File: config.mk
export PLATFORM = sky130hd
export DESIGN_NAME = pngu_recon
export DESIGN_NICKNAME = d
export VERILOG_FILES = /design/src/sv/png_scanline_unfilter_macros.svh /design/src/sv/pngu_pkg.sv /design/src/sv/pngu_recon.sv
export SDC_FILE = /design/constraint.sdc
export NUM_CORES = 1
export LEC_CHECK = 0
export BUFFER_PORTS_ARGS = -buffer_cell sky130_fd_sc_hd__buf_2
export CORE_ASPECT_RATIO = 1.4
export CORE_UTILIZATION = 60
export CTS_BUF_LIST = sky130_fd_sc_hd__clkbuf_16
export CTS_CLUSTER_SIZE = 8
export DETAILED_ROUTE_END_ITERATION = 8
export PLACE_DENSITY_LB_ADDON = 0.1
export SETUP_SLACK_MARGIN = 0.5
export SLEW_MARGIN = 10
export SYNTH_ARGS = -nofsm -noshare
export SYNTH_HDL_FRONTEND = slang
export SYNTH_SLANG_ARGS = --single-unit
export TNS_END_PERCENT = 50
File: constraint.sdc
create_clock -name clk -period 15.1 [get_ports clk]
set_input_delay 2.265 -clock clk [delete_from_list [all_inputs] [get_ports clk]]
set_output_delay 2.265 -clock clk [all_outputs]
set_load 0.05 [all_outputs]
File: src/sv/png_scanline_unfilter_macros.svh
// ----------------------------------------------------------------------------
// PNG scanline unfilter: assertion macros
// Concurrent checks clocked on clk, disabled while rst_n is low.
// ----------------------------------------------------------------------------
`ifndef PNG_SCANLINE_UNFILTER_MACROS_SVH
`define PNG_SCANLINE_UNFILTER_MACROS_SVH

// same-cycle implication
`define PNGU_ASSERT_IMP(lbl, ante, cons, msg) \
  lbl: assert property (@(posedge clk) disable iff (!rst_n) (ante) |-> (cons)) \
    else $error(msg);

// next-cycle implication
`define PNGU_ASSERT_NXT(lbl, ante, cons, msg) \
  lbl: assert property (@(posedge clk) disable iff (!rst_n) (ante) |=> (cons)) \
    else $error(msg);

`endif

File: src/sv/pngu_pkg.sv
// ----------------------------------------------------------------------------
// pngu_pkg
// Shared constants, codes and stage types of the PNG scanline unfilter.
// ----------------------------------------------------------------------------
`timescale 1ns / 1ps

package pngu_pkg;

  localparam int MAX_ROW_BYTES   = 8192;
  localparam int MAX_PIXEL_BYTES = 8;

  localparam int ADDR_W   = $clog2(MAX_ROW_BYTES);
  localparam int POS_W    = $clog2(MAX_ROW_BYTES + 1);
  localparam int PBI_W    = $clog2(MAX_PIXEL_BYTES);
  localparam int RB_CFG_W = 14;
  localparam int PB_CFG_W = 4;
  localparam int ROWS_W   = 16;
  localparam int CFG_W    = 16;
  localparam int CFG_IDX_W = 2;

  localparam logic [CFG_IDX_W-1:0] CFG_ROW_BYTES   = 2'd0;
  localparam logic [CFG_IDX_W-1:0] CFG_PIXEL_BYTES = 2'd1;
  localparam logic [CFG_IDX_W-1:0] CFG_IMAGE_ROWS  = 2'd2;

  localparam logic [2:0] FLT_NONE  = 3'd0;
  localparam logic [2:0] FLT_SUB   = 3'd1;
  localparam logic [2:0] FLT_UP    = 3'd2;
  localparam logic [2:0] FLT_AVG   = 3'd3;
  localparam logic [2:0] FLT_PAETH = 3'd4;

  localparam logic [1:0] ERR_OK     = 2'd0;
  localparam logic [1:0] ERR_FILTER = 2'd1;
  localparam logic [1:0] ERR_ROWS   = 2'd2;

  // item waiting for its line store read
  typedef struct packed {
    logic [7:0]        byte_value;
    logic [2:0]        filter;
    logic              have_left;
    logic              have_up;
    logic [PBI_W-1:0]  pb_idx;
    logic [ADDR_W-1:0] addr;
    logic              last;
    logic              eoi;
    logic [1:0]        err;
  } pngu_s1_t;

endpackage

File: src/sv/pngu_recon.sv
// ----------------------------------------------------------------------------
// pngu_recon
// Second stage: neighbor windows, filter predictor, line store write-back
// and the output register.
// ----------------------------------------------------------------------------
`timescale 1ns / 1ps

module pngu_recon
  import pngu_pkg::*;
(
  input  logic              clk,
  input  logic              rst_n,
  input  logic              s1_valid,
  input  pngu_s1_t          s1,
  output logic              s1_ready,
  input  logic [7:0]        up_byte,
  output logic              wr_en,
  output logic [ADDR_W-1:0] wr_addr,
  output logic [7:0]        wr_data,
  output logic              out_tvalid,
  input  logic              out_tready,
  output logic [7:0]        out_pixel,
  output logic              out_eor,
  output logic              out_eoi,
  output logic [1:0]        out_err
);

  logic [7:0] left_win_r [MAX_PIXEL_BYTES];
  logic [7:0] ul_win_r   [MAX_PIXEL_BYTES];
  logic       out_v_r;
  logic [7:0] pix_r;
  logic       eor_r, eoi_r;
  logic [1:0] err_r;

  logic        adv, ok;
  logic [7:0]  a, b, c, pred, res;
  logic [8:0]  sum_ab;
  logic signed [9:0] d_pa, d_pb, d_pc;
  logic [9:0]  pa, pb, pc;

  function automatic logic [9:0] abs10(input logic signed [9:0] x);
    return x[9] ? 10'(-x) : 10'(x);
  endfunction

  assign s1_ready = !out_v_r || out_tready;
  assign adv      = s1_valid && s1_ready;
  assign ok       = s1.err == ERR_OK;

  assign b = s1.have_up ? up_byte : 8'd0;
  assign a = s1.have_left ? left_win_r[s1.pb_idx] : 8'd0;
  assign c = (s1.have_left && s1.have_up) ? ul_win_r[s1.pb_idx] : 8'd0;

  // Paeth distances: |p-a| = |b-c|, |p-b| = |a-c|, |p-c| = |a+b-2c|
  assign sum_ab = {1'b0, a} + {1'b0, b};
  assign d_pa   = $signed({2'b00, b}) - $signed({2'b00, c});
  assign d_pb   = $signed({2'b00, a}) - $signed({2'b00, c});
  assign d_pc   = $signed({1'b0, sum_ab}) - $signed({1'b0, c, 1'b0});
  assign pa     = abs10(d_pa);
  assign pb     = abs10(d_pb);
  assign pc     = abs10(d_pc);

  always_comb begin
    case (s1.filter)
      FLT_SUB: pred = a;
      FLT_UP:  pred = b;
      FLT_AVG: pred = sum_ab[8:1];
      FLT_PAETH: begin
        if (pa <= pb && pa <= pc) begin
          pred = a;
        end else if (pb <= pc) begin
          pred = b;
        end else begin
          pred = c;
        end
      end
      default: pred = 8'd0;
    endcase
  end

  assign res = s1.byte_value + pred;

  always_ff @(posedge clk) begin
    if (!rst_n) begin
      for (int i = 0; i < MAX_PIXEL_BYTES; i++) begin
        left_win_r[i] <= 8'd0;
        ul_win_r[i]   <= 8'd0;
      end
    end else if (adv && ok) begin
      for (int i = MAX_PIXEL_BYTES - 1; i > 0; i--) begin
        left_win_r[i] <= left_win_r[i-1];
        ul_win_r[i]   <= ul_win_r[i-1];
      end
      left_win_r[0] <= res;
      ul_win_r[0]   <= b;
    end
  end

  always_ff @(posedge clk) begin
    if (!rst_n) begin
      out_v_r <= 1'b0;
    end else if (adv) begin
      out_v_r <= 1'b1;
    end else if (out_tready) begin
      out_v_r <= 1'b0;
    end
  end

  always_ff @(posedge clk) begin
    if (adv) begin
      pix_r <= ok ? res : 8'd0;
      eor_r <= ok && s1.last;
      eoi_r <= ok && s1.eoi;
      err_r <= s1.err;
    end
  end

  assign wr_en      = adv && ok;
  assign wr_addr    = s1.addr;
  assign wr_data    = res;
  assign out_tvalid = out_v_r;
  assign out_pixel  = pix_r;
  assign out_eor    = eor_r;
  assign out_eoi    = eoi_r;
  assign out_err    = err_r;

endmodule

After elaboration in Yosys (flattened, before gate mapping):

Memories as Yosys holds them, arrays and structs flattened.
Index checks and enable logic that the tools add are counted.

* bits in read-only memories: 0
* bits in writable memories: 128
* memories kept: 2
* word-level logic and storage cells: 79
* register bits after elaboration: 13
* latch bits: 0
* output and inout port bits: 36
* input port bits: 45

Memories
* left_win_r: words 8, width 8, rd ports 8, clocked after memory_dff 0, write ports 8, RTL line pngu_recon.sv:28 `logic [7:0] left_win_r [MAX_PIXEL_BYTES];`
* ul_win_r: words 8, width 8, rd ports 8, clocked after memory_dff 0, write ports 8, RTL line pngu_recon.sv:29 `logic [7:0] ul_win_r [MAX_PIXEL_BYTES];`

* $add $sub $neg: 8
* divide/modulo/power cells: 0
* equality and inequality tests: 4
* magnitude comparators: 3
* multiply operators: 0
* bitwise gates (word level): 16
* shift operators: 0
* reduce and logical (&&, ||, !) cells: 10
* mux-type cells: 31

Operators by type and width (count)
* 2-to-1 mux 8 bit: 21
* one-hot mux 8 bit (4 select lines): 1
* <= comparator 10 bit: 3
* 2-to-1 mux 10 bit: 3
* negation 9 -> 10 bit: 2
* subtractor 8 x 8 -> 9 bit: 2
* bitwise OR 1 bit: 16
* negation 10 bit: 1
* subtractor 9 x 9 -> 10 bit: 1
* adder 8 x 8 -> 9 bit: 1
* adder 8 bit: 1
* equality test 3 x 2 -> 1 bit, second input constant: 2
* logical AND 1 bit: 6
* 2-to-1 mux 1 bit: 6
* equality test 3 x 1 -> 1 bit, second input constant: 1
* equality test 3 bit, second input constant: 1
* zero test 2 bit: 1
* nonzero test 2 bit: 1
* zero test 1 bit: 1
* logical OR 1 bit: 1

Longest topological paths before layout:

Gate-level depths: netlist (run 1).
An unclocked memory read counts as a cell.

* word-level depth: 12
* mapped depth: 42
* gate-level depth less buffers: 38

Least setup slack after synthesis (run 1):

No wires, ideal clock.

* kind: in2out
* from: in s1[17] (netlist name)
* to: out wr_data[7]
* setup slack: 2.771 ns
* data arrival time: 10.064 ns
* data required time: 12.835 ns
* buffers on the path: 5
* cell stages on the path: 40
* cell sequence: buf_2 -> buf_2 -> buf_2 -> mux4_2 -> mux2i_1 -> nor2b_1 -> ha_1 -> maj3_1 -> a21oi_1 -> o21ai_1 -> a21oi_1 -> nor3b_1 -> a21oi_1 -> or3b_1 -> ha_1 -> a21boi_0 -> o21ai_0 -> nand2b_1 -> [4 not listed] -> nor2_1 -> a21oi_1 -> o211ai_1 -> nand2_1 -> clkbuf_1 -> mux2i_1 -> nor2_1 -> a221oi_1 -> o21ai_0 -> ha_1 -> a21oi_1 -> o21bai_1 -> a21oi_1 -> o21bai_1 -> a21oi_1 -> xnor2_1 -> xnor2_1 -> inv_1

* longest elaborated chain between the ends: 11
* elaborated cells on any way between the ends: 22
* those cells by class: add/sub: 8; order compare: 3; mux: 8; reduce/logical: 1; memory: 2

Ends and longest elaborated chain
* start: declaration: RTL line pngu_recon.sv:14 `input pngu_s1_t s1,`
* memory read (8 x 8 bit)
* 2-to-1 mux 8 bit: RTL line pngu_recon.sv:50 `assign a = s1.have_left ? left_win_r[s1.pb_idx] : 8'd0;`
* adder 8 x 8 -> 9 bit: RTL line pngu_recon.sv:54 `assign sum_ab = {1'b0, a} + {1'b0, b};`
* subtractor 9 x 9 -> 10 bit: RTL line pngu_recon.sv:57 `assign d_pc = $signed({1'b0, sum_ab}) - $signed({1'b0, c, 1'b0});`
* negation 10 bit: RTL line pngu_recon.sv:42 `return x[9] ? 10'(-x) : 10'(x);`
* 2-to-1 mux 10 bit: RTL line pngu_recon.sv:42
* <= comparator 10 bit (on tied branches): RTL line pngu_recon.sv:70, pngu_recon.sv:68
* 2-to-1 mux 8 bit or logical AND 1 bit (tied branches): RTL line pngu_recon.sv:70, pngu_recon.sv:68
* 2-to-1 mux 8 bit: RTL line pngu_recon.sv:68 `if (pa <= pb && pa <= pc) begin`
* one-hot mux 8 bit (4 select lines) (*): RTL line pngu_recon.sv:63 `case (s1.filter)`
* adder 8 bit (*): RTL line pngu_recon.sv:80 `assign res = s1.byte_value + pred;`
* end: declaration: RTL line pngu_recon.sv:19 `output logic [7:0] wr_data,`

Mark *: on every way between the ends. The rest lies on a longest branch, timed or not.

Final worst setup path (run 1):

* from: in s1[18] (netlist name)
* to: out wr_data[7]

The elaborated chain is that of the path after synthesis.

==> results of run 1 <==
==> critical path, delay by kind of cell <==
family,cells,cell delay (ns)
adder cells (fa/ha/maj),5,1.48
AO/OA/AOI/OAI,17,2.96
multiplexers,3,0.75
AND/OR/NAND/NOR,8,2.08
buffers and inverters,3,0.94
XOR/XNOR,2,0.36
==> synth_stat cells (all sizes together), types with 2 or more instances <==
cell type / number / area [µm²]
ha: 71 / 888
nand3b: 2 / 15.0
mux4: 30 / 676
and2: 9 / 56.3
xor2: 24 / 210
conb: 2 / 7.51
nand3: 5 / 25.0
xnor2: 28 / 245
o32a: 2 / 20.0
o221ai: 2 / 17.5
buf: 22 / 146
nor2b: 22 / 138
nor3b: 3 / 22.5
a21boi: 3 / 22.5
a22o: 2 / 26.3
or2: 4 / 25.0
nand2: 37 / 139
o21bai: 7 / 60.1
nand2b: 12 / 75.1
a31oi: 2 / 12.5
or4: 2 / 15.0
nor3: 6 / 30.0
mux2i: 15 / 150
and3: 118 / 738
o211ai: 5 / 37.5
clkbuf: 38 / 143
inv: 40 / 150
mux2: 7 / 78.8
a21o: 24 / 188
a21oi: 41 / 213
a22oi: 5 / 37.5
nand4: 4 / 25.0
o21ai: 25 / 125
o22ai: 3 / 25.0
a31o: 2 / 17.5
edfxtp: 140 / 4200
fa: 3 / 60.1
o21a: 4 / 30.0
nor2: 56 / 210
==> registers in the layout, indices dropped and copies added, names as in the netlist <==
signal      flops
ul_win_r       64
left_win_r     64
out_eoi         1
out_eor         1
out_tvalid      1
out_err         2
out_pixel       8
==> power by group <==
part	internal, µW	total, µW	switching, µW
sequential	453	462	9.26
clock	246	424	178
combinational	187	478	292
total	886	1360	479
==> final timing paths <==
path / slack (ns) / cells after the start / from / to
min reg2reg: 0.55 / 2 / out_tvalid / out_tvalid
max: 1.94 / 38 / s1[18] / wr_data[7]
max reg2reg: 6.55 / 36 / left_win_r[0][0] / left_win_r[0][7]
min: 0.55 / 2 / out_tvalid / out_tvalid
==> final cells by class <==
type / count / share of cell area
multi-input combinational: 608 / 0.470
sequential: 141 / 0.406
clock buffer: 17 / 0.0409
timing repair buffer: 59 / 0.0296
tap: 196 / 0.0236
clock inverter: 15 / 0.0156
inverter: 40 / 0.0144
==> logic make-up after synthesis <==
group                      after synthesis  share of synthesized area
muxes                                   52                     0.0949
xor gates and xnor gates                52                     0.0478
adders and majority gates               75                      0.100
and+or+nand+nor                        287                      0.165
AOI/OAI and AO/OA                      138                      0.102
buffers and inverters                  100                     0.0461
DFF                                    141                      0.443
other                                    2                   0.000787
==> metrics by stage <==
| step | total power, µW | hold WS [ns] | utilization | instances |
|---|---|---|---|---|
| 6_report | 1360 | 0.554 | 0.670 | 1076 |
| 5_1_grt | 1430 | 0.590 | 0.670 | 1076 |
| 4_1_cts | 1370 | 0.561 | 0.670 | 1076 |
| 3_5_place_dp | 942 | 0.550 | 0.632 | 1044 |
| 3_3_place_gp | 923 | 0.518 | 0.632 | 1044 |
| 2_1_floorplan | 840 | 0.542 | - | 849 |
==> layer usage <==
layer,global-route usage,share of wire,vias up
li1,-,-,3178
met1,0.368,0.42,3347
met2,0.491,0.51,183
met3,0.0383,0.039,48
met4,0.132,0.033,0
met5,0,0,-
==> flow_metrics.tcl, run 1 <==
set metrics [dict create \
    cts-root-buf "clkbuf_16" \
    cts-resized-gates 0 \
    grt_pass1_wl_mm 35.6 \
    netlist_instances 847 \
    worst_slack_ns 1.94 \
    crit_path_end_kind "output pin" \
    max_freq_ghz 0.0760 \
    cp.arrival_ns 10.89 \
    die_h_um 151 \
    vias 6756 \
    synth_seq_cells 141 \
    drtAntennaViolNets 0 \
    setup_violations 0 \
    grt_pass1_vias 6749 \
    clock-sinks 141 \
    crit_path_max_incr_delay_ns 0.75 \
    synth-main-ff-cell "edfxtp_1" \
    drtIter0Drc 475 \
    cp_data_required_time_ns 12.84 \
    yosys_warnings 0 \
    start_util 0.614 \
    portBuffers 54 \
    core_area_um2 15500 \
    vias_per_cell 6.28 \
    ys_seq_area_frac 0.443 \
    cap_violations 0 \
    fin_worst_skew_ns 0.0209 \
    mostFrequentLayoutCell "edfxtp_1" \
    slew_headroom 0.410 \
    cp_slowest_cell "or4b_2" \
    syn2layout_area_growth_pct 9.11 \
    dieArea_um2 16400 \
    synthArstFlopShare 0 \
    h-tree-depth 4 \
    cts_tree "built" \
    ff_latch_area_um2 4220 \
    antenna_found_initial 0 \
    start_kind "input port" \
    fillerInstances 1209 \
    drive_gt1_frac 0.161 \
    avgSynthCellArea_um2 11.3 \
    cts_buffers 17 \
    io_pins 81 \
    hold_path.class "register to register" \
    hpwl_mm 15.8 \
    design_area_um2 10400 \
    finalCritPeriodShare 0.871 \
    setup_tns_ns 0 \
    clk_pin_slew_ns 0.08 \
    remaining_drc_errors 0 \
    layout_common_cells "140 x edfxtp_1, 117 x and3_1, 71 x ha_1" \
    p_leak_uw 0.00466 \
    status "complete, no violations" \
    grt.overflow.total 0 \
    avgRoutedWirePerCell_um 21.1 \
    cellPowerDensity_nw_per_um2 131 \
    drv_slew 0 \
    ir_worst_vdd_uv 84.4 \
    worstMarginPinSlew_ns 0.886 \
    gp_congestion 0.962 \
    clk_latency_ns 0.42 \
    die_w_um 109 \
    fp-row-count 54 \
    grt_max_degree 114 \
    placed_cell_area_um2 9820 \
    post_cts_buffers 0 \
    hold_viol 0 \
    multi_input_area_um2 4890 \
    dp_slack_ns 1.99 \
    worst-path-max-fanout 34 \
    fin_crit_ns 13.16 \
    rsz0062_at_grt "false" \
    detail_route.first_pass.iterations 6 \
    synth_cell_types 69 \
    synth_edf_count 140 \
    critical_path_class "input port to output pin" \
    diodes 0 \
    cts_buffer_depth 2 \
    nets 986 \
    hold_buffers 0 \
    cpMostUsedCell "a21oi_1" \
    routed_wirelength_mm 22.7 \
    synthesis.area_um2 9540 \
    grt.total_usage 0.290 \
]
No activity file was read; power rests on OpenSTA's default activity.
==> inputs of run 2 (changes only) <==
--- a/config.mk
+++ b/config.mk
@@ -12,6 +12,7 @@
 export CTS_CLUSTER_SIZE = 8
 export DETAILED_ROUTE_END_ITERATION = 8
 export PLACE_DENSITY_LB_ADDON = 0.1
+export RECOVER_POWER = 50
 export SETUP_SLACK_MARGIN = 0.5
 export SLEW_MARGIN = 10
 export SYNTH_ARGS = -nofsm -noshare
==> run 2 against run 1 <==
  * The flow now finishes with violations (capacitance limit, slew limit)
  * Non-clock buffer count is the same
  * Die area unchanged
  * Total power is 0.13% higher
  * Utilization down 0.22 points
  * Register-to-register slack got worse by 0.04 ns
  * Clock-buffer cell count stayed put
  * Setup slack worse by 0.027 ns
  * Global-route usage stayed put
  * Final area down 0.32%
==> flow_metrics.tcl, run 2 (synthesized netlist as in run 1, its figures left out) <==
set metrics [dict create \
    p_sw_frac 0.352 \
    clk_pin_slew_ns 0.08 \
    die_h_um 151 \
    cap_violations 3 \
    hold_viol 0 \
    cts-root-buf "clkbuf_16" \
    portBuffers 54 \
    fin_crit_ns 13.18 \
    drive_gt1_frac 0.141 \
    cts_tree "built" \
    h-tree-depth 4 \
    crit_path_end_kind "output pin" \
    grt_pass1_wl_mm 35.6 \
    clockPowerShare 0.311 \
    crit_path_max_incr_delay_ns 0.75 \
    grt.total_usage 0.290 \
    p_switching_uw 481 \
    detail_route.first_pass.iterations 6 \
    setup_violations 0 \
    hold_path.class "register to register" \
    dieArea_um2 16400 \
    pwr-share-comb 0.350 \
    vias_per_cell 6.28 \
    io_pins 81 \
    critical_path_class "input port to output pin" \
    final_cell_count_no_fill 1076 \
    post_cts_buffers 0 \
    cts_buffer_depth 2 \
    seqPwrFrac 0.339 \
    antenna_found_initial 0 \
    fillerInstances 1217 \
    start_util 0.614 \
    fin_worst_skew_ns 0.0218 \
    hpwl_mm 15.8 \
    finalCritPeriodShare 0.873 \
    setup_tns_ns 0 \
    clk_latency_ns 0.43 \
    cp.arrival_ns 10.92 \
    drv_slew 187 \
    worst-path-max-fanout 34 \
    hold-worst-slack_ns 0.566 \
    die_w_um 109 \
    drtIter0Drc 461 \
    drtAntennaViolNets 0 \
    avgRoutedWirePerCell_um 21.2 \
    remaining_drc_errors 0 \
    core_area_um2 15500 \
    ir_worst_vdd_uv 84.6 \
    routed_wirelength_mm 22.8 \
    hold_buffers 0 \
    worstMarginPinSlew_ns 3.05 \
    dp_slack_ns 1.99 \
    start_kind "input port" \
    fp-row-count 54 \
    cts-resized-gates 0 \
    diodes 0 \
    clock-sinks 141 \
    cp_data_required_time_ns 12.84 \
    slew_headroom -1.03 \
    grt.overflow.total 0 \
    nets 986 \
    internal_power_uw 886 \
    cellPowerDensity_nw_per_um2 132 \
    gp_congestion 0.962 \
    cts_buffers 17 \
    status "finished with violations" \
    grt_max_degree 114 \
    grt_pass1_vias 6749 \
    cp_slowest_cell "or4b_2" \
    mostFrequentLayoutCell "edfxtp_1" \
    violations "capacitance limit, slew limit" \
    final_util 0.667 \
    p_leak_uw 0.00460 \
    rsz0062_at_grt "false" \
    max_freq_ghz 0.0759 \
    vias 6761 \
    worst_slack_ns 1.92 \
    syn2layout_area_growth_pct 8.75 \
    cpMostUsedCell "a21oi_1" \
    layout_common_cells "140 x edfxtp_1, 117 x and3_1, 71 x ha_1" \
    placed_cells 1044 \
]
[run 2: cell types whose count changed in the layout (fill, tap and decap cells not counted)]
cell      change
nand2b_1      +1
and2_1        -3
nand2b_4      -1
clkbuf_1     +17
and2_0        +3
buf_2        -15
buf_4         -2
[run 2: metal layers]
layer  wire, µm  part of all wire  track usage  vias to the layer above
li1           -                 -            -                     3180
met1       9630              0.42        0.368                     3353
met2      11500              0.50        0.491                      180
met3        911             0.040       0.0383                       48
met4        765             0.034        0.132                        0
met5          0                 0            0                        -
[run 2: layout make-up]
class / instances / area, µm² / area share
timing repair buffer: 59 / 282 / 0.0271
clock buffer: 17 / 425 / 0.0410
sequential: 141 / 4220 / 0.407
multi-input combinational: 608 / 4880 / 0.471
tap: 196 / 245 / 0.0236
inverter: 40 / 150 / 0.0145
clock inverter: 15 / 163 / 0.0157
[run 2: path summary, 6_finish.rpt]
path	cells past startpoint	endpoint	startpoint	slack, ns
setup / recovery	36	wr_data[7]	s1[18]	1.92
hold / removal	2	out_tvalid	out_tvalid	0.57
setup reg to reg	36	left_win_r[0][7]	left_win_r[0][0]	6.51
hold reg to reg	2	out_tvalid	out_tvalid	0.57
[run 2: through the flow]
| stage | area, µm² | total power [µW] |
|---|---|---|
| finish | 10400 | 1370 |
| global route | 10400 | 1430 |
| CTS | 10400 | 1370 |
| detailed placement | 9820 | 942 |
| global placement | 9820 | 923 |
| floorplan | 9540 | 840 |
[run 2: critical path: cells and delay by family]
family / cells / cell delay [ns]
buf+inv: 3 / 0.95
compound gates: 18 / 3.26
xor+xnor: 2 / 0.38
mux: 2 / 0.77
simple gates: 7 / 1.98
fa+ha+maj: 4 / 1.26
[run 2: power groups by stage]
stage | Clock (µW) | Combinational, µW | Sequential (µW)
floorplan | 0 | 362 | 478
global placement | 0 | 454 | 469
detailed placement | 0 | 472 | 470
CTS | 430 | 476 | 462
global route | 442 | 524 | 466
finish | 425 | 478 | 463
