==> src/sv/png_scanline_unfilter_macros.svh <==
// ----------------------------------------------------------------------------
// PNG scanline unfilter: assertion macros
// Concurrent checks clocked on clk, disabled while rst_n is low.
// ----------------------------------------------------------------------------
`ifndef PNG_SCANLINE_UNFILTER_MACROS_SVH
`define PNG_SCANLINE_UNFILTER_MACROS_SVH

// same-cycle implication
`define PNGU_ASSERT_IMP(lbl, ante, cons, msg) \
  lbl: assert property (@(posedge clk) disable iff (!rst_n) (ante) |-> (cons)) \
    else $error(msg);

// next-cycle implication
`define PNGU_ASSERT_NXT(lbl, ante, cons, msg) \
  lbl: assert property (@(posedge clk) disable iff (!rst_n) (ante) |=> (cons)) \
    else $error(msg);

`endif

==> src/sv/pngu_pkg.sv <==
// ----------------------------------------------------------------------------
// pngu_pkg
// Shared constants, codes and stage types of the PNG scanline unfilter.
// ----------------------------------------------------------------------------
`timescale 1ns / 1ps

package pngu_pkg;

  localparam int MAX_ROW_BYTES   = 8192;
  localparam int MAX_PIXEL_BYTES = 8;

  localparam int ADDR_W   = $clog2(MAX_ROW_BYTES);
  localparam int POS_W    = $clog2(MAX_ROW_BYTES + 1);
  localparam int PBI_W    = $clog2(MAX_PIXEL_BYTES);
  localparam int RB_CFG_W = 14;
  localparam int PB_CFG_W = 4;
  localparam int ROWS_W   = 16;
  localparam int CFG_W    = 16;
  localparam int CFG_IDX_W = 2;

  localparam logic [CFG_IDX_W-1:0] CFG_ROW_BYTES   = 2'd0;
  localparam logic [CFG_IDX_W-1:0] CFG_PIXEL_BYTES = 2'd1;
  localparam logic [CFG_IDX_W-1:0] CFG_IMAGE_ROWS  = 2'd2;

  localparam logic [2:0] FLT_NONE  = 3'd0;
  localparam logic [2:0] FLT_SUB   = 3'd1;
  localparam logic [2:0] FLT_UP    = 3'd2;
  localparam logic [2:0] FLT_AVG   = 3'd3;
  localparam logic [2:0] FLT_PAETH = 3'd4;

  localparam logic [1:0] ERR_OK     = 2'd0;
  localparam logic [1:0] ERR_FILTER = 2'd1;
  localparam logic [1:0] ERR_ROWS   = 2'd2;

  // item waiting for its line store read
  typedef struct packed {
    logic [7:0]        byte_value;
    logic [2:0]        filter;
    logic              have_left;
    logic              have_up;
    logic [PBI_W-1:0]  pb_idx;
    logic [ADDR_W-1:0] addr;
    logic              last;
    logic              eoi;
    logic [1:0]        err;
  } pngu_s1_t;

endpackage

==> src/sv/pngu_ctrl.sv <==
// ----------------------------------------------------------------------------
// pngu_ctrl
// Configuration registers, row/byte sequencing, error latch and the first
// pipeline stage that issues the line store read.
// ----------------------------------------------------------------------------
`timescale 1ns / 1ps

module pngu_ctrl
  import pngu_pkg::*;
(
  input  logic                 clk,
  input  logic                 rst_n,
  input  logic                 cfg_we,
  input  logic [CFG_IDX_W-1:0] cfg_index,
  input  logic [CFG_W-1:0]     cfg_wdata,
  input  logic                 in_tvalid,
  output logic                 in_tready,
  input  logic [7:0]           in_byte,
  input  logic                 in_sof,
  output logic                 rd_en,
  output logic [ADDR_W-1:0]    rd_addr,
  output logic                 s1_valid,
  output pngu_s1_t             s1,
  input  logic                 s1_ready
);

  logic [RB_CFG_W-1:0] row_bytes_r;
  logic [PB_CFG_W-1:0] pixel_bytes_r;
  logic [ROWS_W-1:0]   image_rows_r;

  logic [POS_W-1:0]  pos_r, pos_nxt;
  logic [ROWS_W-1:0] row_r, row_nxt;
  logic [2:0]        filt_r, filt_nxt;
  logic [1:0]        err_r, err_nxt;
  logic              s1_v_r, s1_v_nxt;
  pngu_s1_t          s1_r, s1_nxt;

  logic [POS_W-1:0]  rb;
  logic [PBI_W-1:0]  pbi;
  logic              acc;
  logic [POS_W-1:0]  pos_eff, p;
  logic [ROWS_W-1:0] row_eff, row_inc;
  logic [1:0]        err_eff;
  logic              is_hdr, emit;

  always_ff @(posedge clk) begin
    if (!rst_n) begin
      row_bytes_r   <= RB_CFG_W'(2);
      pixel_bytes_r <= PB_CFG_W'(1);
      image_rows_r  <= ROWS_W'(1);
    end else if (cfg_we) begin
      unique case (cfg_index)
        CFG_ROW_BYTES:   row_bytes_r   <= cfg_wdata[RB_CFG_W-1:0];
        CFG_PIXEL_BYTES: pixel_bytes_r <= cfg_wdata[PB_CFG_W-1:0];
        CFG_IMAGE_ROWS:  image_rows_r  <= cfg_wdata[ROWS_W-1:0];
        default: ;
      endcase
    end
  end

  // saturated geometry
  always_comb begin
    if (32'(row_bytes_r) > 32'(MAX_ROW_BYTES)) begin
      rb = POS_W'(MAX_ROW_BYTES);
    end else if (row_bytes_r == '0) begin
      rb = POS_W'(1);
    end else begin
      rb = POS_W'(row_bytes_r);
    end
    if (32'(pixel_bytes_r) > 32'(MAX_PIXEL_BYTES)) begin
      pbi = PBI_W'(MAX_PIXEL_BYTES - 1);
    end else if (pixel_bytes_r == '0) begin
      pbi = '0;
    end else begin
      pbi = PBI_W'(pixel_bytes_r - PB_CFG_W'(1));
    end
  end

  assign in_tready = !s1_v_r || s1_ready;
  assign acc       = in_tvalid && in_tready;

  assign pos_eff = in_sof ? '0 : pos_r;
  assign row_eff = in_sof ? '0 : row_r;
  assign err_eff = in_sof ? ERR_OK : err_r;
  assign is_hdr  = (pos_eff == '0) || (pos_eff > rb);
  assign p       = pos_eff - POS_W'(1);
  assign row_inc = row_eff + ROWS_W'(1);

  always_comb begin
    pos_nxt  = pos_r;
    row_nxt  = row_r;
    filt_nxt = filt_r;
    err_nxt  = err_r;
    emit     = 1'b0;
    s1_nxt   = '0;
    s1_nxt.byte_value = in_byte;
    s1_nxt.filter     = filt_r;
    s1_nxt.pb_idx     = pbi;
    s1_nxt.addr       = p[ADDR_W-1:0];
    if (acc) begin
      pos_nxt = pos_eff;
      row_nxt = row_eff;
      err_nxt = err_eff;
      if (err_eff != ERR_OK) begin
        emit       = 1'b1;
        s1_nxt.err = err_eff;
      end else if (is_hdr) begin
        if (row_eff >= image_rows_r) begin
          emit       = 1'b1;
          err_nxt    = ERR_ROWS;
          s1_nxt.err = ERR_ROWS;
        end else if (in_byte > 8'(FLT_PAETH)) begin
          emit       = 1'b1;
          err_nxt    = ERR_FILTER;
          s1_nxt.err = ERR_FILTER;
        end else begin
          filt_nxt = in_byte[2:0];
          pos_nxt  = POS_W'(1);
        end
      end else begin
        emit             = 1'b1;
        s1_nxt.have_left = p > POS_W'(pbi);
        s1_nxt.have_up   = row_eff != '0;
        if (pos_eff >= rb) begin
          s1_nxt.last = 1'b1;
          s1_nxt.eoi  = row_inc == image_rows_r;
          pos_nxt     = '0;
          row_nxt     = row_inc;
        end else begin
          pos_nxt = pos_eff + POS_W'(1);
        end
      end
    end
  end

  always_comb begin
    if (acc) begin
      s1_v_nxt = emit;
    end else if (s1_ready) begin
      s1_v_nxt = 1'b0;
    end else begin
      s1_v_nxt = s1_v_r;
    end
  end

  always_ff @(posedge clk) begin
    if (!rst_n) begin
      pos_r  <= '0;
      row_r  <= '0;
      filt_r <= FLT_NONE;
      err_r  <= ERR_OK;
      s1_v_r <= 1'b0;
    end else begin
      pos_r  <= pos_nxt;
      row_r  <= row_nxt;
      filt_r <= filt_nxt;
      err_r  <= err_nxt;
      s1_v_r <= s1_v_nxt;
    end
  end

  always_ff @(posedge clk) begin
    if (acc) begin
      s1_r <= s1_nxt;
    end
  end

  assign rd_en    = acc;
  assign rd_addr  = p[ADDR_W-1:0];
  assign s1_valid = s1_v_r;
  assign s1       = s1_r;

endmodule

==> config.mk <==
export PLATFORM = sky130hd
export DESIGN_NAME = pngu_ctrl
export DESIGN_NICKNAME = d
export VERILOG_FILES = /design/src/sv/png_scanline_unfilter_macros.svh /design/src/sv/pngu_pkg.sv /design/src/sv/pngu_ctrl.sv
export SDC_FILE = /design/constraint.sdc
export NUM_CORES = 1
export LEC_CHECK = 0
export ABC_AREA = 1
export BUFFER_PORTS_ARGS = -buffer_cell sky130_fd_sc_hd__buf_4
export CAP_MARGIN = 15
export CORE_MARGIN = 2
export CORE_UTILIZATION = 25
export DETAILED_ROUTE_END_ITERATION = 8
export HOLD_SLACK_MARGIN = 0.15
export PLACE_DENSITY_LB_ADDON = 0.15
export SYNTH_ARGS = -nofsm -noshare
export SYNTH_HDL_FRONTEND = slang
export SYNTH_SLANG_ARGS = --single-unit
==> constraint.sdc <==
create_clock -name clk -period 3.6 [get_ports clk]
set_clock_uncertainty 0.2 [all_clocks]
set_input_delay 0 -clock clk [delete_from_list [all_inputs] [get_ports clk]]
set_output_delay 0 -clock clk [all_outputs]
set_load 0.02 [all_outputs]
; Yosys cells after proc, flatten, opt, wreduce, memory -nomap -nowiden
; Cells that the tools add are included.
[totals]
romBits = 0
reg_bits = 103
wordCells = 82
latch_bits = 0
mem_bits_rw = 0
inputBits = 32
n_memories = 0
output_inout_bits = 49
[classes]
magnitude_cmp = 7
shift = 0
add_sub_neg = 4
bitwise_logic = 4
muxes = 30
div = 0
reduce_logical = 17
eq_ne = 3
multipliers = 0
[op_table]
columns = operator, count
row1 = $mux W14, 8
row2 = $mux W16, 4
row3 = $logic_not A14 Y1, 2
row4 = $mux W2, 9
row5 = $add A16 B1 Y16 const B, 1
row6 = $eq A16 B16 Y1, 1
row7 = $ge A16 B16 Y1, 1
row8 = $reduce_bool A16 Y1, 1
row9 = $add A14 B1 Y14 const B, 1
row10 = $ge A14 B14 Y1, 1
row11 = $gt A14 B14 Y1, 1
row12 = $gt A14 B14 Y1 const B, 1
row13 = $gt A14 B3 Y1, 1
row14 = $sub A14 B1 Y14 const B, 1
row15 = $gt A8 B3 Y1 const B, 1
row16 = $mux W1, 7
row17 = $mux W3, 2
row18 = $reduce_and A2 Y1, 3
row19 = $reduce_and A5 Y1, 1
row20 = $gt A4 B4 Y1 const B, 1
row21 = $logic_not A4 Y1, 1
row22 = $not A1 Y1, 4
row23 = $reduce_bool A2 Y1, 2
row24 = $reduce_or A3 Y1, 1
row25 = 8 further kinds, 9

; Logic depth before layout (Yosys ltp)
; Gate-level depths: netlist of the first run.
[logic_depth]
word_depth = 8
depth_mapped = 21
ltp_nobuf = 19

; Worst setup path after synthesis of the first run
; No wires, ideal clock.
[synth_timing]
path_kind = register to register
startpoint = register s1_v_r (netlist: s1_valid)
endpoint = register s1_r, in the netlist s1[0] (enable)
setup_slack_ps = 720
synth_period_minus_slack_ps = 2880
t_required_ps = 2983
path_buffers = 1
arrival_ps = 2263
setup_ps = 417
path_stages_with_launch = 5
cell_sequence = dfxtp_1 > nand2_1 > nand2_1 > inv_1 > clkbuf_1
[synth_between]
elab_chain_cells = 3
[synth_lines]
columns = item, line_no
row1 = start: declaration, pngu_ctrl.sv:35  ; logic s1_v_r, s1_v_nxt;
row2 = start signal: assignment, pngu_ctrl.sv:158  ; s1_v_r <= s1_v_nxt;
row3 = $logic_not A1 Y1, pngu_ctrl.sv:79  ; assign in_tready = !s1_v_r || s1_ready;
row4 = $logic_or A1 B1 Y1, pngu_ctrl.sv:79
row5 = via in_tready, pngu_ctrl.sv:17  ; output logic in_tready,
row6 = $logic_and A1 B1 Y1, pngu_ctrl.sv:80  ; assign acc = in_tvalid && in_tready;
row7 = via rd_en, pngu_ctrl.sv:20  ; output logic rd_en,
row8 = end signal: assignment, pngu_ctrl.sv:164  ; s1_r <= s1_nxt;
row9 = end: declaration, pngu_ctrl.sv:36  ; pngu_s1_t s1_r, s1_nxt;
; The timed path passes the listed nets, and every way through them passes these cells.
; A chain may end at the register's enable or synchronous reset.

; Worst setup path in the final report of the first run
[layout_timing]
startpoint = register row_bytes_r[4]
endpoint = register s1_v_r (netlist: s1_valid)
[layout_between]
elab_chain_cells = 8
word_cells_on_any_way = 9
classes_between = order compare (2) / mux (5) / reduce/logical (2)
[layout_lines]
columns = item, line_no
row1 = start: declaration, pngu_ctrl.sv:27  ; logic [RB_CFG_W-1:0] row_bytes_r;
row2 = start signal: assignment, pngu_ctrl.sv:53  ; CFG_ROW_BYTES: row_bytes_r <= cfg_wdata[RB_CFG_W-1:0];
row3 = branches (longest 2 deep; another with $gt A14 B14 Y1), -
row4 = $mux W14 *, pngu_ctrl.sv:63  ; if (32'(row_bytes_r) > 32'(MAX_ROW_BYTES)) begin
row5 = $gt A14 B14 Y1 *, pngu_ctrl.sv:85  ; assign is_hdr = (pos_eff == '0) || (pos_eff > rb);
row6 = $logic_or A1 B1 Y1 *, pngu_ctrl.sv:85
row7 = $mux W1 *, pngu_ctrl.sv:107  ; end else if (is_hdr) begin
row8 = $mux W1 *, pngu_ctrl.sv:104  ; if (err_eff != ERR_OK) begin
row9 = $mux W1 *, pngu_ctrl.sv:137  ; if (acc) begin
; Every way passes the cells marked *.

==> results of run 1 <==
[cell usage in the layout (no fill, tap or decap), types with 3 or more instances in the layout]
cell           instances
nor3_1                 7
inv_6                  3
nor3_2                 3
xor2_1                17
nor4_1                 5
nand3_1               88
nand2_1              205
nand3_2                4
ha_1                  38
dlygate4sd3_1         44
inv_1                118
nor2_1                99
nand2_4                7
dfxtp_1               70
clkbuf_16              9
edfxtp_1              33
nand4_1               20
buf_4                 99
xnor3_1                3
inv_2                  9
nand2_2                6
a21oi_1               79
o21ai_0               64
nor2_2                12
[what timing repair did]
item                                   4_1_cts  5_1_grt
hold buffers                                44        0
resized for setup                            0        7
setup buffers                                0        7
setup endpoints to repair                    0        2
endpoints found under the hold margin       80        0
[final timing paths]
| kind | start | to | slack (ns) |
|---|---|---|---|
| worst max-delay path | row_bytes_r[4] | s1_valid | 0.24 |
| worst min register to register | filt_r[1] | s1[23] | 0.25 |
| worst min-delay path | s1_ready | s1[27] | 0.14 |
| worst max register to register | row_bytes_r[4] | s1_valid | 0.24 |
[state kept, by name (all words and copies together) (netlist names)]
register	flops
pixel_bytes_r	4
image_rows_r	16
err_r	2
row_bytes_r	14
row_r	16
filt_r	3
pos_r	14
s1_valid	1
s1	33
[report_power, final]
part           switching [mW]  total (mW)  internal [mW]  leakage [nW]
clock                   0.509       0.993          0.484         0.136
sequential             0.0462        1.35           1.30         0.883
combinational           0.606       0.973          0.367          2.84
[cells by family after synthesis]
logic type / after synthesis / share of synthesized area [%]
adder cells (fa/ha/maj): 38 / 6.99
buffers and inverters: 173 / 11.3
AO/OA/AOI/OAI: 155 / 11.8
AND/OR/NAND/NOR: 467 / 31.4
flip-flops: 103 / 35.2
XOR/XNOR: 21 / 3.31
[critical path: stages (launching register included)]
cell and delay (ns):
dfxtp_1 0.33, nor4_1 0.27, and3_1 0.23, a31oi_2 0.14
clkinvlp_4 0.14, buf_4 0.11, nand2_1 0.05, ha_1 0.27
nand2_1 0.05, nor2_1 0.10, and2_1 0.16, nand2_1 0.07
nand2_1 0.05, nand2_1 0.09, nand2_4 0.16, nand3_4 0.11
nand2_1 0.08, a21oi_1 0.05, dlygate4sd3_1 0.59
[cell type report]
class | count | share of cell area (%)
Tap cell | 341 | 5.05
Inverter | 129 | 5.81
Clock inverter | 6 | 0.636
Sequential cell | 103 | 28.3
Timing Repair inverter | 1 | 0.0888
Timing Repair Buffer | 144 | 14.1
Multi-Input combinational cell | 681 | 43.3
Clock buffer | 10 | 2.71
[metal layers]
layer / routed length [um] / global-route usage [%] / up-vias / part of all wire, %
met2: 9420 / 23.1 / 137 / 45
li1: - / - / 3339 / -
met4: 309 / 4.27 / 0 / 1.5
met5: 0 / 0 / - / 0
met3: 745 / 2.03 / 21 / 3.5
met1: 10700 / 21.4 / 2976 / 50
==> impl_metrics.yaml, run 1 <==
synth:
  ys_seq_area_share_pct: 35.2
  async_flop_share_pct: 0
  yosysMostFrequentCell: "nand2_1"
  yosys_warnings: 0
  syn_nets: 1027
  synthCells: 957
  synth.distinct_cells: 41
  syn_area_mm2: 0.00680
  synth-seq-cells: 103
  synth_area_leader_cell: "dfxtp_1"
  synthFlopType: "dfxtp_1"
  ys_top_cells_by_area: "dfxtp_1, edfxtp_1, nand2_1"
  synth_area_per_cell_um2: 7.11
  synth_edf_count: 33
  synth_common_cells: "nand2_1, inv_1, nor2_1, nand3_1, a21oi_1"
  yosysTopAreaCellShare_pct: 20.6
critical_path:
  start_kind: "flop"
  critical_path_class: "reg2reg"
  endpoint_kind: "flop"
  crit_fanout: 9
  reg2reg_depth: 18
  cp.required_ns: 3.66
  crit_arrival_ns: 3.42
sta:
  worst_pin_slew_ns: 0.876
  post-route-period-util_pct: 93.3
  setup_viol: 0
  period_minus_slack_ns: 3.36
  drv_slew: 0
  max_freq_mhz: 298
  fin_hold_ws_ns: 0.140
  fin_tns_setup_ns: 0
  relSlewSlack_pct: 41.6
  hold_violations: 0
  fin_ws_ns: 0.240
pwr:
  leakage_nw: 3.86
  ir_worst_vdd_mv: 0.165
  power.density_mw_per_mm2: 392
  power_mw: 3.31
place:
  post-place-ws_ns: 0.335
  place_area_mm2: 0.00765
  gp_congestion: 0.805
  portBuffers: 80
  place_inst: 1347
  dp_hpwl_mm: 15.6
cells_and_area:
  drive_above_1_share_pct: 15.7
  num_antenna_cells: 0
  nets: 1139
  fin_util_pct: 31.6
  seq_area_mm2: 0.00239
  multi_input_area_mm2: 0.00366
  instances_no_fill: 1415
  n_fill_cell: 2910
  stdcell_area_mm2: 0.00846
  areaGrowthSynthToFinish_pct: 24.4
routing:
  ant_nets: 0
  first_iter_violations: 349
  viasPerCell: 4.57
  route.detailed.drc: 0
  via_count: 6473
  dr.pass1.iters: 5
  post_drt_wl_per_cell_um: 14.9
  routed_wirelength_mm: 21.2
clock_tree:
  clkTransAtPathRegs_ns: 0.08
  tritoncts: "yes"
  cts-htree-levels: 3
  cts_made_buffers: 9
  clock_path_buffers: 2
  cts.sinks: 103
  cts-root-buf: "clkbuf_16"
  worstSkewPairLatency_ns: 0.36
floorplanning:
  ioPinCount: 81
  die_x_um: 169
  dieArea_mm2: 0.0285
  core-area_mm2: 0.0268
  fp.dieH_um: 169
  start_util_pct: 25.4
  rows: 60
global_route:
  grt_pass1_vias: 6023
  antenna_found_initial: 0
  overflow: 0
  grt_util_all_layers_pct: 14.9
  grt_pass1_wl_mm: 33.2
  grt_max_degree: 45
min_path:
  hold_depth: 5
  hold_path_class: "in2reg"
flow_run:
  maxCapViolations: 0
run_status:
  outcome: "finished clean"
Power figures use the tool's default switching activity.
==> run 2, diff against run 1 <==
- PLACE_DENSITY_LB_ADDON: 0.15 -> 0.05
==> run 2 against run 1 <==
- via count down 1.5%
- clock power up 5%
- largest cell class unchanged
- die area unchanged
==> impl_metrics.yaml, run 2 (synthesis results as in run 1) <==
routing:
  routed_wirelength_mm: 22.1
  ant_nets: 0
  via_count: 6377
  first_iter_violations: 325
  dr.pass1.iters: 5
  route.detailed.drc: 0
  viasPerCell: 4.49
  post_drt_wl_per_cell_um: 15.6
pwr:
  power_mw: 3.36
  power.density_mw_per_mm2: 395
  leakage_nw: 3.88
  ir_worst_vdd_mv: 0.278
critical_path:
  crit_arrival_ns: 3.41
  path_cells: "nor4_1 -> a31oi_2 -> inv_2 -> nand2_1 -> ha_1 -> nand2_1 -> nor2_1 -> nand2_1 -> nand3_1 -> nand2_1 -> nand2_1 -> nand2_1 -> nand2_4 -> nand3_2 -> nand2_1 -> a21oi_1 -> dlygate4sd3_1"
  endpoint_kind: "flop"
  slowest_stage: "dlygate4sd3_1"
  critical_path.max_stage_delay_ns: 0.59
  start_kind: "flop"
  critical_path_class: "reg2reg"
  cpMostUsedCell: "nand2_1"
  cp_top_family: "simple AND/OR/NAND/NOR gates"
  crit_fanout: 6
  cp.required_ns: 3.65
  rrSetupSlack_ns: 0.24
  critical_path_buf_inv_count: 2
global_route:
  grt_pass1_wl_mm: 35.2
  antenna_found_initial: 0
  grt_pass1_vias: 6232
  overflow: 0
  grt_max_degree: 45
  grt_util_all_layers_pct: 16.0
clock_tree:
  tritoncts: "yes"
  cts-root-buf: "clkbuf_16"
  worstSkewPairLatency_ns: 0.36
  clkTransAtPathRegs_ns: 0.08
  cts.sinks: 103
  clock_path_buffers: 2
  cts-htree-levels: 3
  cts_made_buffers: 9
cells_and_area:
  mostFrequentLayoutCells: "nand2_1, inv_1, buf_4"
  largest_reg_flops: 33
  drive_above_1_share_pct: 15.8
  seq_area_mm2: 0.00239
  areaGrowthSynthToFinish_pct: 25.0
  n_fill_cell: 2976
  nets: 1143
  num_antenna_cells: 0
  final_common_cell: "nand2_1"
  multi_input_area_mm2: 0.00365
floorplanning:
  die_x_um: 169
  rows: 60
  start_util_pct: 25.4
  fp.dieH_um: 169
  dieArea_mm2: 0.0285
  ioPinCount: 81
  core-area_mm2: 0.0268
sta:
  setup_viol: 0
  relSlewSlack_pct: 42.0
  rsz0062_at_grt: "false"
  max_freq_mhz: 298
  post-route-period-util_pct: 93.3
  worst_pin_slew_ns: 0.869
  fin_tns_setup_ns: 0
  drv_slew: 0
  hold_violations: 0
  period_minus_slack_ns: 3.36
flow_run:
  maxCapViolations: 0
place:
  dp_hpwl_mm: 16.5
  portBuffers: 80
  gp_congestion: 0.767
min_path:
  hold_path_class: "in2out"
run_status:
  outcome: "finished clean"
run 2: layer usage:
metal	share of wire, %	vias to the layer above	global-route usage (%)	wire [um]
met4	0.75	0	2.89	167
met3	3.0	12	2.15	656
met5	0	-	0	0
met1	51	2898	23.1	11400
met2	45	112	25.8	9950
li1	-	3355	-	-
run 2: worst paths after layout:
path	cells after the start	startpoint	endpoint
min	4	s1_ready	in_tready
max	17	row_bytes_r[8]	s1_valid
max reg2reg	17	row_bytes_r[8]	s1_valid
min reg2reg	0	filt_r[1]	s1[23]
run 2: tightest hold or removal path, stage by stage:
cell and delay (ns):
buf_4 0.08, inv_1 0.03, nand2_1 0.09, buf_4 0.15
run 2: final cells by class:
class | instances | area share (%)
Clock buffer | 10 | 2.94
Clock inverter | 6 | 0.589
Inverter | 129 | 5.79
Multi-Input combinational cell | 681 | 43.0
Sequential cell | 103 | 28.2
Tap cell | 341 | 5.02
Timing Repair Buffer | 148 | 14.5
Timing Repair inverter | 1 | 0.0883
run 2: repair_timing:
| item | CTS | global route |
|---|---|---|
| buffers inserted | 0 | 2 |
| setup endpoints to repair | 0 | 1 |
| endpoints found under the hold margin | 86 | 0 |
| hold buffers | 47 | 0 |
| resized for setup | 0 | 5 |
run 2: through the flow:
stage / util (%) / instances / instance area, um2 / hold slack, ns / worst slack, ns
2_1_floorplan: - / 957 / 6800 / -0.101 / 0.720
3_3_place_gp: 28.7 / 1353 / 7690 / -0.00989 / 0.447
3_5_place_dp: 28.7 / 1353 / 7690 / -0.00943 / 0.390
4_1_cts: 31.6 / 1416 / 8460 / 0.153 / 0.0356
5_1_grt: 31.7 / 1419 / 8500 / 0.157 / 0.00642
6_report: 31.7 / 1419 / 8500 / 0.150 / 0.240
run 2: report_power, final:
| part | total, mW | internal (mW) | switching [mW] | leakage, nW |
|---|---|---|---|---|
| clock | 1.04 | 0.524 | 0.520 | 0.142 |
| combinational | 0.969 | 0.358 | 0.611 | 2.85 |
| sequential | 1.35 | 1.30 | 0.0450 | 0.883 |
| total | 3.36 | 2.18 | 1.18 | 3.88 |
